===== src/hw/rtl/i2cm_pkg.sv =====
// ============================================================================
// i2cm_pkg
// Types, constants and helpers shared by the I2C master controller files.
// ============================================================================
package i2cm_pkg;

  // Counter widths
  localparam int DELAY_BITS = 16;
  localparam int COUNT_BITS = 8;

  // Field widths fixed by the bus protocol and register map
  localparam int HALF_W     = 16;
  localparam int ADDR_W     = 7;
  localparam int BYTE_W     = 8;
  localparam int BITCNT_W   = 4;
  localparam int CFG_DATA_W = 16;
  localparam int CFG_IDX_W  = 1;

  // Register map
  typedef enum logic [CFG_IDX_W-1:0] {
    CFG_HALF_PERIOD = 1'b0,
    CFG_DEV_ADDR    = 1'b1
  } cfg_idx_t;

  localparam logic [HALF_W-1:0] HALF_RESET = 16'd100;
  localparam logic [ADDR_W-1:0] ADDR_RESET = 7'd0;

  // Bus sequencer phases, one-hot
  typedef enum logic [20:0] {
    PH_IDLE     = 21'h000001,
    PH_ST_HOLD  = 21'h000002,
    PH_ST_SETUP = 21'h000004,
    PH_W_LOW    = 21'h000008,
    PH_W_RISE   = 21'h000010,
    PH_W_HIGH   = 21'h000020,
    PH_A_LOW    = 21'h000040,
    PH_A_RISE   = 21'h000080,
    PH_A_HIGH   = 21'h000100,
    PH_A_TAIL   = 21'h000200,
    PH_R_LOW    = 21'h000400,
    PH_R_RISE   = 21'h000800,
    PH_R_HIGH   = 21'h001000,
    PH_K_LOW    = 21'h002000,
    PH_K_RISE   = 21'h004000,
    PH_K_HIGH   = 21'h008000,
    PH_K_TAIL   = 21'h010000,
    PH_P_LOW    = 21'h020000,
    PH_P_RISE   = 21'h040000,
    PH_P_HIGH   = 21'h080000,
    PH_P_TAIL   = 21'h100000
  } phase_t;

  // One tick of inputs
  typedef struct packed {
    logic              cmd_valid;
    logic              func;
    logic [BYTE_W-1:0] byte_count;
    logic [BYTE_W-1:0] wr_byte;
    logic              sda_in;
    logic              scl_in;
  } req_t;

  // One tick of outputs
  typedef struct packed {
    logic              scl_drive_low;
    logic              sda_drive_low;
    logic              wr_taken;
    logic              rd_valid;
    logic [BYTE_W-1:0] rd_byte;
    logic              busy_res;
    logic              done_res;
    logic              nack;
  } rsp_t;

  // Sequencer state
  typedef struct packed {
    phase_t                phase;
    logic [DELAY_BITS-1:0] delay_count;
    logic [BITCNT_W-1:0]   bit_count;
    logic [COUNT_BITS-1:0] bytes_left;
    logic [BYTE_W-1:0]     shift_reg;
    logic                  is_read;
    logic                  nack_flag;
    logic                  scl_low;
    logic                  sda_low;
  } state_t;

  // Settings seen by the sequencer
  typedef struct packed {
    logic [HALF_W-1:0] half_period_ticks;
    logic [ADDR_W-1:0] device_address;
  } cfg_t;

  // Delay load: zero acts as one, too large saturates
  function automatic logic [DELAY_BITS-1:0] delay_load(input logic [HALF_W-1:0] hp);
    logic [DELAY_BITS-1:0] v;
    if (hp == '0) begin
      v = DELAY_BITS'(1);
    end else if ((32'(hp) >> DELAY_BITS) != 32'd0) begin
      v = '1;
    end else begin
      v = DELAY_BITS'(hp);
    end
    return v;
  endfunction

  // Byte count saturated to the counter width
  function automatic logic [COUNT_BITS-1:0] count_load(input logic [BYTE_W-1:0] bc);
    logic [COUNT_BITS-1:0] v;
    if ((32'(bc) >> COUNT_BITS) != 32'd0) begin
      v = '1;
    end else begin
      v = COUNT_BITS'(bc);
    end
    return v;
  endfunction

endpackage


===== src/hw/rtl/i2cm_req_if.sv =====
// ============================================================================
// i2cm_req_if
// Input channel: one tick of command and sampled bus lines per beat.
// ============================================================================
interface i2cm_req_if;
  import i2cm_pkg::*;

  logic valid;
  logic ready;
  req_t data;

  modport source (output valid, output data, input ready);
  modport sink (input valid, input data, output ready);
endinterface


===== src/hw/rtl/i2cm_rsp_if.sv =====
// ============================================================================
// i2cm_rsp_if
// Output channel: line drives and status for one tick per beat.
// ============================================================================
interface i2cm_rsp_if;
  import i2cm_pkg::*;

  logic valid;
  logic ready;
  rsp_t data;

  modport source (output valid, output data, input ready);
  modport sink (input valid, input data, output ready);
endinterface


===== src/hw/rtl/i2cm_fsm.sv =====
// ============================================================================
// i2cm_fsm
// Next-state and output logic of the bus sequencer for one tick.
// ============================================================================
module i2cm_fsm (
  input  i2cm_pkg::state_t st,
  input  i2cm_pkg::cfg_t   cfg,
  input  i2cm_pkg::req_t   req,
  output i2cm_pkg::state_t nxt,
  output i2cm_pkg::rsp_t   res
);
  import i2cm_pkg::*;

  logic                  dly_done;
  logic [DELAY_BITS-1:0] dly_load;
  logic [DELAY_BITS-1:0] dly_dec;
  logic [BITCNT_W-1:0]   bc_inc;
  logic [BYTE_W-1:0]     sh_left;
  logic [BYTE_W-1:0]     sh_in;
  logic [BYTE_W-1:0]     addr_byte;
  logic                  done;
  logic                  wr_taken;
  logic                  rd_valid;
  logic [BYTE_W-1:0]     rd_byte;

  // Shared helpers
  assign dly_done  = (st.delay_count[DELAY_BITS-1:1] == '0);
  assign dly_load  = delay_load(cfg.half_period_ticks);
  assign dly_dec   = st.delay_count - DELAY_BITS'(1);
  assign bc_inc    = st.bit_count + BITCNT_W'(1);
  assign sh_left   = {st.shift_reg[BYTE_W-2:0], 1'b0};
  assign sh_in     = {st.shift_reg[BYTE_W-2:0], req.sda_in};
  assign addr_byte = {cfg.device_address, st.is_read};

  // Phase transitions
  always_comb begin
    nxt      = st;
    done     = 1'b0;
    wr_taken = 1'b0;
    rd_valid = 1'b0;
    rd_byte  = '0;
    case (st.phase)
      PH_IDLE: begin
        if (req.cmd_valid) begin
          nxt.is_read     = req.func;
          nxt.bytes_left  = count_load(req.byte_count);
          nxt.nack_flag   = 1'b0;
          nxt.scl_low     = 1'b0;
          nxt.sda_low     = 1'b1;
          nxt.delay_count = dly_load;
          nxt.phase       = PH_ST_HOLD;
        end
      end
      PH_ST_HOLD: begin
        if (dly_done) begin
          nxt.scl_low     = 1'b1;
          nxt.delay_count = dly_load;
          nxt.phase       = PH_ST_SETUP;
        end else begin
          nxt.delay_count = dly_dec;
        end
      end
      PH_ST_SETUP: begin
        if (dly_done) begin
          nxt.shift_reg   = addr_byte;
          nxt.bit_count   = '0;
          nxt.sda_low     = ~addr_byte[BYTE_W-1];
          nxt.delay_count = dly_load;
          nxt.phase       = PH_W_LOW;
        end else begin
          nxt.delay_count = dly_dec;
        end
      end
      PH_W_LOW: begin
        if (dly_done) begin
          nxt.scl_low = 1'b0;
          nxt.phase   = PH_W_RISE;
        end else begin
          nxt.delay_count = dly_dec;
        end
      end
      PH_W_RISE: begin
        if (req.scl_in) begin
          nxt.delay_count = dly_load;
          nxt.phase       = PH_W_HIGH;
        end
      end
      PH_W_HIGH: begin
        if (dly_done) begin
          nxt.scl_low     = 1'b1;
          nxt.shift_reg   = sh_left;
          nxt.bit_count   = bc_inc;
          nxt.delay_count = dly_load;
          if (bc_inc[BITCNT_W-1]) begin
            nxt.phase = PH_A_LOW;
          end else begin
            nxt.sda_low = ~sh_left[BYTE_W-1];
            nxt.phase   = PH_W_LOW;
          end
        end else begin
          nxt.delay_count = dly_dec;
        end
      end
      PH_A_LOW: begin
        if (dly_done) begin
          nxt.sda_low = 1'b0;
          nxt.scl_low = 1'b0;
          nxt.phase   = PH_A_RISE;
        end else begin
          nxt.delay_count = dly_dec;
        end
      end
      PH_A_RISE: begin
        if (req.scl_in) begin
          nxt.delay_count = dly_load;
          nxt.phase       = PH_A_HIGH;
        end
      end
      PH_A_HIGH: begin
        if (dly_done) begin
          if (req.sda_in) begin
            nxt.nack_flag = 1'b1;
          end
          nxt.scl_low     = 1'b1;
          nxt.delay_count = dly_load;
          nxt.phase       = PH_A_TAIL;
        end else begin
          nxt.delay_count = dly_dec;
        end
      end
      PH_A_TAIL: begin
        if (dly_done) begin
          nxt.delay_count = dly_load;
          if (st.bytes_left == '0) begin
            nxt.sda_low = 1'b1;
            nxt.phase   = PH_P_LOW;
          end else if (!st.is_read) begin
            wr_taken       = 1'b1;
            nxt.shift_reg  = req.wr_byte;
            nxt.bytes_left = st.bytes_left - COUNT_BITS'(1);
            nxt.bit_count  = '0;
            nxt.sda_low    = ~req.wr_byte[BYTE_W-1];
            nxt.phase      = PH_W_LOW;
          end else begin
            nxt.sda_low    = 1'b0;
            nxt.bit_count  = '0;
            nxt.shift_reg  = '0;
            nxt.bytes_left = st.bytes_left - COUNT_BITS'(1);
            nxt.phase      = PH_R_LOW;
          end
        end else begin
          nxt.delay_count = dly_dec;
        end
      end
      PH_R_LOW: begin
        if (dly_done) begin
          nxt.scl_low = 1'b0;
          nxt.phase   = PH_R_RISE;
        end else begin
          nxt.delay_count = dly_dec;
        end
      end
      PH_R_RISE: begin
        if (req.scl_in) begin
          nxt.delay_count = dly_load;
          nxt.phase       = PH_R_HIGH;
        end
      end
      PH_R_HIGH: begin
        if (dly_done) begin
          nxt.shift_reg   = sh_in;
          nxt.bit_count   = bc_inc;
          nxt.scl_low     = 1'b1;
          nxt.delay_count = dly_load;
          if (bc_inc[BITCNT_W-1]) begin
            rd_valid    = 1'b1;
            rd_byte     = sh_in;
            // ACK unless this was the last byte
            nxt.sda_low = (st.bytes_left != '0);
            nxt.phase   = PH_K_LOW;
          end else begin
            nxt.phase = PH_R_LOW;
          end
        end else begin
          nxt.delay_count = dly_dec;
        end
      end
      PH_K_LOW: begin
        if (dly_done) begin
          nxt.scl_low = 1'b0;
          nxt.phase   = PH_K_RISE;
        end else begin
          nxt.delay_count = dly_dec;
        end
      end
      PH_K_RISE: begin
        if (req.scl_in) begin
          nxt.delay_count = dly_load;
          nxt.phase       = PH_K_HIGH;
        end
      end
      PH_K_HIGH: begin
        if (dly_done) begin
          nxt.scl_low     = 1'b1;
          nxt.delay_count = dly_load;
          if (st.bytes_left != '0) begin
            nxt.sda_low    = 1'b0;
            nxt.bit_count  = '0;
            nxt.shift_reg  = '0;
            nxt.bytes_left = st.bytes_left - COUNT_BITS'(1);
            nxt.phase      = PH_R_LOW;
          end else begin
            nxt.phase = PH_K_TAIL;
          end
        end else begin
          nxt.delay_count = dly_dec;
        end
      end
      PH_K_TAIL: begin
        if (dly_done) begin
          nxt.sda_low     = 1'b1;
          nxt.delay_count = dly_load;
          nxt.phase       = PH_P_LOW;
        end else begin
          nxt.delay_count = dly_dec;
        end
      end
      PH_P_LOW: begin
        if (dly_done) begin
          nxt.scl_low = 1'b0;
          nxt.phase   = PH_P_RISE;
        end else begin
          nxt.delay_count = dly_dec;
        end
      end
      PH_P_RISE: begin
        if (req.scl_in) begin
          nxt.delay_count = dly_load;
          nxt.phase       = PH_P_HIGH;
        end
      end
      PH_P_HIGH: begin
        if (dly_done) begin
          // SDA rises while SCL is high: stop condition
          nxt.sda_low     = 1'b0;
          nxt.delay_count = dly_load;
          nxt.phase       = PH_P_TAIL;
        end else begin
          nxt.delay_count = dly_dec;
        end
      end
      PH_P_TAIL: begin
        if (dly_done) begin
          done      = 1'b1;
          nxt.phase = PH_IDLE;
        end else begin
          nxt.delay_count = dly_dec;
        end
      end
      default: begin
        // illegal code: back to idle, lines released
        nxt.phase       = PH_IDLE;
        nxt.delay_count = '0;
        nxt.bit_count   = '0;
        nxt.bytes_left  = '0;
        nxt.shift_reg   = '0;
        nxt.is_read     = 1'b0;
        nxt.nack_flag   = 1'b0;
        nxt.scl_low     = 1'b0;
        nxt.sda_low     = 1'b0;
      end
    endcase
  end

  // Result of this tick
  always_comb begin
    res.scl_drive_low = nxt.scl_low;
    res.sda_drive_low = nxt.sda_low;
    res.wr_taken      = wr_taken;
    res.rd_valid      = rd_valid;
    res.rd_byte       = rd_byte;
    res.busy_res      = (nxt.phase != PH_IDLE);
    res.done_res      = done;
    res.nack          = done & nxt.nack_flag;
  end

endmodule


===== src/hw/rtl/i2c_master_controller.sv =====
// ============================================================================
// i2c_master_controller
// I2C master bus sequencer: one beat per bus tick in, one beat per tick out.
// ============================================================================
//
//  port  | dir | beat contents
//  ------+-----+---------------------------------------------------------
//  req   | in  | cmd_valid, func, byte_count, wr_byte, sda_in, scl_in
//  rsp   | out | scl/sda drive-low, wr_taken, rd_valid, rd_byte, busy, done, nack
//  cfg   | in  | write enable, register index, write data
//
// Each req beat is one tick and yields exactly one rsp beat in the next cycle,
// through the output register. A new beat is taken every cycle while the
// output register is empty or being drained. A stall on rsp holds req off
// after one beat. Reset (synchronous) puts the sequencer in idle with both
// lines released and the configuration registers at their defaults.
// ============================================================================
module i2c_master_controller (
  input  logic                             clk,
  input  logic                             rst,
  i2cm_req_if.sink                         req,
  i2cm_rsp_if.source                       rsp,
  input  logic                             cfg_we,
  input  logic [i2cm_pkg::CFG_IDX_W-1:0]   cfg_index,
  input  logic [i2cm_pkg::CFG_DATA_W-1:0]  cfg_data
);
  import i2cm_pkg::*;

  cfg_t   cfg;
  state_t st;
  state_t st_next;
  rsp_t   res_next;
  rsp_t   out_data;
  logic   out_valid;
  logic   accept;

  // Configuration registers
  always_ff @(posedge clk) begin
    if (rst) begin
      cfg.half_period_ticks <= HALF_RESET;
      cfg.device_address    <= ADDR_RESET;
    end else if (cfg_we) begin
      case (cfg_idx_t'(cfg_index))
        CFG_HALF_PERIOD: cfg.half_period_ticks <= cfg_data[HALF_W-1:0];
        CFG_DEV_ADDR:    cfg.device_address    <= cfg_data[ADDR_W-1:0];
        default: ;
      endcase
    end
  end

  // Handshake
  assign req.ready = ~out_valid | rsp.ready;
  assign accept    = req.valid & req.ready;

  // Tick logic
  i2cm_fsm u_fsm (
    .st  (st),
    .cfg (cfg),
    .req (req.data),
    .nxt (st_next),
    .res (res_next)
  );

  // Sequencer state
  always_ff @(posedge clk) begin
    if (rst) begin
      st.phase       <= PH_IDLE;
      st.delay_count <= '0;
      st.bit_count   <= '0;
      st.bytes_left  <= '0;
      st.shift_reg   <= '0;
      st.is_read     <= 1'b0;
      st.nack_flag   <= 1'b0;
      st.scl_low     <= 1'b0;
      st.sda_low     <= 1'b0;
    end else if (accept) begin
      st <= st_next;
    end
  end

  // Output register
  always_ff @(posedge clk) begin
    if (rst) begin
      out_valid <= 1'b0;
    end else if (accept) begin
      out_valid <= 1'b1;
    end else if (rsp.ready) begin
      out_valid <= 1'b0;
    end
  end

  always_ff @(posedge clk) begin
    if (accept) begin
      out_data <= res_next;
    end
  end

  assign rsp.valid = out_valid;
  assign rsp.data  = out_data;

  // Checks
  a_beat_out: assert property (@(posedge clk) disable iff (rst)
    accept |=> rsp.valid)
    else $error("accepted beat produced no result");

  a_idle_released: assert property (@(posedge clk) disable iff (rst)
    (st.phase == PH_IDLE) |-> (!st.scl_low && !st.sda_low))
    else $error("bus line held low while idle");

  a_nack_clear: assert property (@(posedge clk) disable iff (rst)
    (accept && st.phase == PH_IDLE && req.data.cmd_valid) |=> !st.nack_flag)
    else $error("nack flag not cleared at transaction start");

endmodule

===== src/flat_wrapper.sv =====
// flat-port wrapper written by rule: the top's interface ports become plain ports
module i2c_master_controller_flat import i2cm_pkg::*;
  (clk, rst, cfg_we, cfg_index, cfg_data, req_valid, req_data, req_ready, rsp_valid, rsp_data, rsp_ready);
  i2cm_req_if req_i ();
  i2cm_rsp_if rsp_i ();
  input  logic clk;
  input  logic rst;
  input  logic cfg_we;
  input  logic [i2cm_pkg::CFG_IDX_W-1:0] cfg_index;
  input  logic [i2cm_pkg::CFG_DATA_W-1:0] cfg_data;
  input wire logic [$bits(req_i.valid)-1:0] req_valid;
  input wire logic [$bits(req_i.data)-1:0] req_data;
  output wire logic [$bits(req_i.ready)-1:0] req_ready;
  output wire logic [$bits(rsp_i.valid)-1:0] rsp_valid;
  output wire logic [$bits(rsp_i.data)-1:0] rsp_data;
  input wire logic [$bits(rsp_i.ready)-1:0] rsp_ready;
  assign req_i.valid = req_valid;
  assign req_i.data = req_data;
  assign req_ready = req_i.ready;
  assign rsp_valid = rsp_i.valid;
  assign rsp_data = rsp_i.data;
  assign rsp_i.ready = rsp_ready;
  i2c_master_controller u_core (.clk(clk), .rst(rst), .req(req_i), .rsp(rsp_i), .cfg_we(cfg_we), .cfg_index(cfg_index), .cfg_data(cfg_data));
endmodule

===== config.mk =====
export PLATFORM = sky130hd
export DESIGN_NAME = i2c_master_controller_flat
export DESIGN_NICKNAME = d
export VERILOG_FILES = /design/src/hw/rtl/i2cm_pkg.sv /design/src/hw/rtl/i2cm_req_if.sv /design/src/hw/rtl/i2cm_rsp_if.sv /design/src/hw/rtl/i2cm_fsm.sv /design/src/hw/rtl/i2c_master_controller.sv /design/src/flat_wrapper.sv
export SDC_FILE = /design/constraint.sdc
export NUM_CORES = 1
export LEC_CHECK = 0
export BUFFER_PORTS_ARGS = -buffer_cell sky130_fd_sc_hd__clkbuf_2
export CAP_MARGIN = 20
export CORE_MARGIN = 2
export CORE_UTILIZATION = 55
export DETAILED_ROUTE_END_ITERATION = 10
export GPL_TIMING_DRIVEN = 0
export PLACE_DENSITY_LB_ADDON = 0.08
export SLEW_MARGIN = 30
export SYNTH_ARGS = -nofsm -noshare
export SYNTH_HDL_FRONTEND = slang
export SYNTH_SLANG_ARGS = --single-unit

===== constraint.sdc =====
create_clock -name clk -period 7.9 [get_ports clk]
set_clock_uncertainty 0.15 [all_clocks]
set_input_delay 0.395 -clock clk [delete_from_list [all_inputs] [get_ports clk]]
set_output_delay 0.395 -clock clk [all_outputs]
set_load 0.01 [all_outputs]

==> out/results.ini <==
[setup_path]
crit_buf_inv = 0
crit_chain = nor4_1, nand2_1, nor3_2, nor2_2, and3_1, o21ai_0, a22oi_1, nor2_1
crit_cells = 8
timing.critical_path.required_ps = 8070
worstPathArrival_ps = 4670
reg2reg_slack_ps = 3400
timing.critical_path.slowest_cell_delay_ps = 890
setup.worst_path.end_class = flip-flop
path_class = flip-flop to flip-flop
worst-path-max-fanout = 10
worstSetupStartpointType = flip-flop
slowest_stage = sky130_fd_sc_hd__o21ai_0
worst_path_dominant_cell_family = simple AND/OR/NAND/NOR gates
r2r_cells = 8

[cts]
worst_skew_pair.late_latency_ps = 390
cts_made_buffers = 9
ctsHtreeMaxLevel = 3
post_cts_buffers = 0
cts.hold.buffers_added = 0
clk_pin_slew_ps = 100
cts-resized-gates = 0
cts-root-buf = sky130_fd_sc_hd__clkbuf_8
cts_sinks = 99
clockBufferDepth = 2
cts_tree = built

[route]
detail_route.first_pass.iterations = 10
drt-total-wl_mm = 21.5
post_drt_wl_per_cell_um = 22.1
vias = 6551
remaining_number_of_nets_flagged_by_the_antenna_check_after_routing = 0
detailedRoute.firstIterationViolations = 929
via_per_inst = 6.74
drcViolationCount = 0

[grt]
global_route.usage.total = 0.375
grt_max_degree = 25
overflow = 0
first_global_vias = 6231
grt_antenna_before_repair = 0
grt_pass1_wl_mm = 33.4

[sta]
setup_viol = 0
fin_setup_tns_ps = 0
final.period_utilization = 0.569
rsz0062_at_grt = false
maxClockFrequency_ghz = 0.222
hold_violation_count_in_the_final_report = 0
fin_crit_ps = 4500
tightestPinTransition_ps = 1160
max_slew_margin = 0.219
slew_viol_final = 0

[logic_synthesis]
synthesis.instances = 762
synth-seq-area-share = 0.357
post_synth_num_cell_types = 80
netlist_area_um2 = 5970
yosys_most_used_dff = sky130_fd_sc_hd__dfxtp_1
mapped_avg_cell_area_um2 = 7.84
synth.top_cells.by_count = sky130_fd_sc_hd__nand2_1 (99), sky130_fd_sc_hd__dfxtp_1 (84), sky130_fd_sc_hd__nor2_1 (74)
biggest_area_contributors_in_the_synthesized_netlist = sky130_fd_sc_hd__dfxtp_1 (28%), sky130_fd_sc_hd__edfxtp_1 (7.5%), sky130_fd_sc_hd__nand2_1 (6.2%), sky130_fd_sc_hd__a21oi_1 (5.4%), sky130_fd_sc_hd__nor2_1 (4.7%)
synth-seq-cells = 99
yosys.cell_count.top_type = sky130_fd_sc_hd__nand2_1
netlist.area_leader.share = 0.282
synth-edff-count = 15
synth-async-reset-ratio = 0
synth_warnings = 0
synth_nets = 807
synth_top_cell_by_area = sky130_fd_sc_hd__dfxtp_1

[power_and_ir_drop]
power.density_nw_per_um2 = 178
vdd_drop_max_mv = 0.145
static_leak_nw = 2.52
total_power_mw = 1.17

[placement]
placedCellCount = 956
globalplace.congestion = 1.01
io_buffers = 54
place.detailed.hpwl_mm = 16.2

[floorplan]
floorplan.initialDensity = 0.558
design.die.area_um2 = 11700
num_io_pins = 59
core_um2 = 10700
floorplan.die.height_um = 108
placementRows = 38
die_x_um = 108

[final_layout]
drive_above_1_share = 0.143
antenna_cells = 0
flow.area_growth_from_synthesis_pct = 10.7
design.final.nets = 872
layout.cells.non_filler = 972
final_core_utilization = 0.618

[outcome]
status = finished clean

[hold_path]
worst_hold_class = input port to flip-flop
worst_hold_path.num_cells = 3

[flow_run]
cap_viol_max_count = 0

## cell type report
class                           instances  area [µm²]
Buffer                                 48         245
Clock buffer                            9         124
Clock inverter                          7        61.3
Fill cell                             951        4090
Inverter                               13        48.8
Multi-Input combinational cell        602        3550
Sequential cell                        99        2130
Tap cell                              140         175
Timing Repair Buffer                   54         270
## flip-flops by register name, summed over array words and instances, names as in the netlist
name              flops
u_core.rsp.valid      1
u_core.rsp.data      15
u_core.cfg           23
u_core.st            60
## final timing paths
kind,to,start
worst min register to register,u_core.st[2],u_core.st[2]
worst min-delay path,u_core.rsp.valid,req_valid
worst max-delay path,u_core.st[53],u_core.st[52]
worst max register to register,u_core.st[53],u_core.st[52]
## where the power goes
group / leakage [nW] / switching (mW) / internal (mW)
logic: 1.59 / 0.201 / 0.0941
clock network: 0.0923 / 0.201 / 0.120
registers: 0.833 / 0.0222 / 0.536
## tightest hold or removal path: cells and delay by family
family	cells	cell delay [ps]
compound gates	1	50
buf+inv	2	130
## per-stage QoR
stage	hold slack [ps]	setup WS, ps	instance area (µm²)
2_1_floorplan	281	4880	5970
3_3_place_gp	292	3680	6420
3_5_place_dp	298	3740	6420
4_1_cts	66.5	3680	6610
5_1_grt	90.1	3370	6610
6_report	73.1	3400	6610
## placed cells by master, fill, tap and decap left out, types with 11 or more instances in the layout
master / n
sky130_fd_sc_hd__nor2_1: 74
sky130_fd_sc_hd__nand3_1: 34
sky130_fd_sc_hd__a21oi_1: 65
sky130_fd_sc_hd__edfxtp_1: 15
sky130_fd_sc_hd__nand4_1: 14
sky130_fd_sc_hd__nand2_1: 99
sky130_fd_sc_hd__or3_1: 11
sky130_fd_sc_hd__dfxtp_1: 84
sky130_fd_sc_hd__or4_1: 12
sky130_fd_sc_hd__nor4_1: 28
sky130_fd_sc_hd__clkbuf_1: 29
sky130_fd_sc_hd__clkbuf_2: 55
sky130_fd_sc_hd__inv_1: 13
sky130_fd_sc_hd__nor3_1: 31
sky130_fd_sc_hd__o21ai_0: 35
sky130_fd_sc_hd__and2_1: 13
## logic make-up after synthesis
| group | count (synthesis) | synth area share |
|---|---|---|
| AO/OA/AOI/OAI | 196 | 0.218 |
| XOR/XNOR | 15 | 0.0220 |
| adder cells (fa/ha/maj) | 3 | 0.00628 |
| buffers and inverters | 61 | 0.0490 |
| flip-flops | 99 | 0.357 |
| multiplexers | 4 | 0.00670 |
| AND/OR/NAND/NOR | 384 | 0.341 |
## layer usage
layer	global-route usage	routed length, µm	vias up
met5	0	0	-
met4	0.227	1380	0
met3	0.0639	1980	100
met2	0.606	9840	409
met1	0.469	8300	3082
li1	-	-	2960
(Power assumes the default switching activity.)
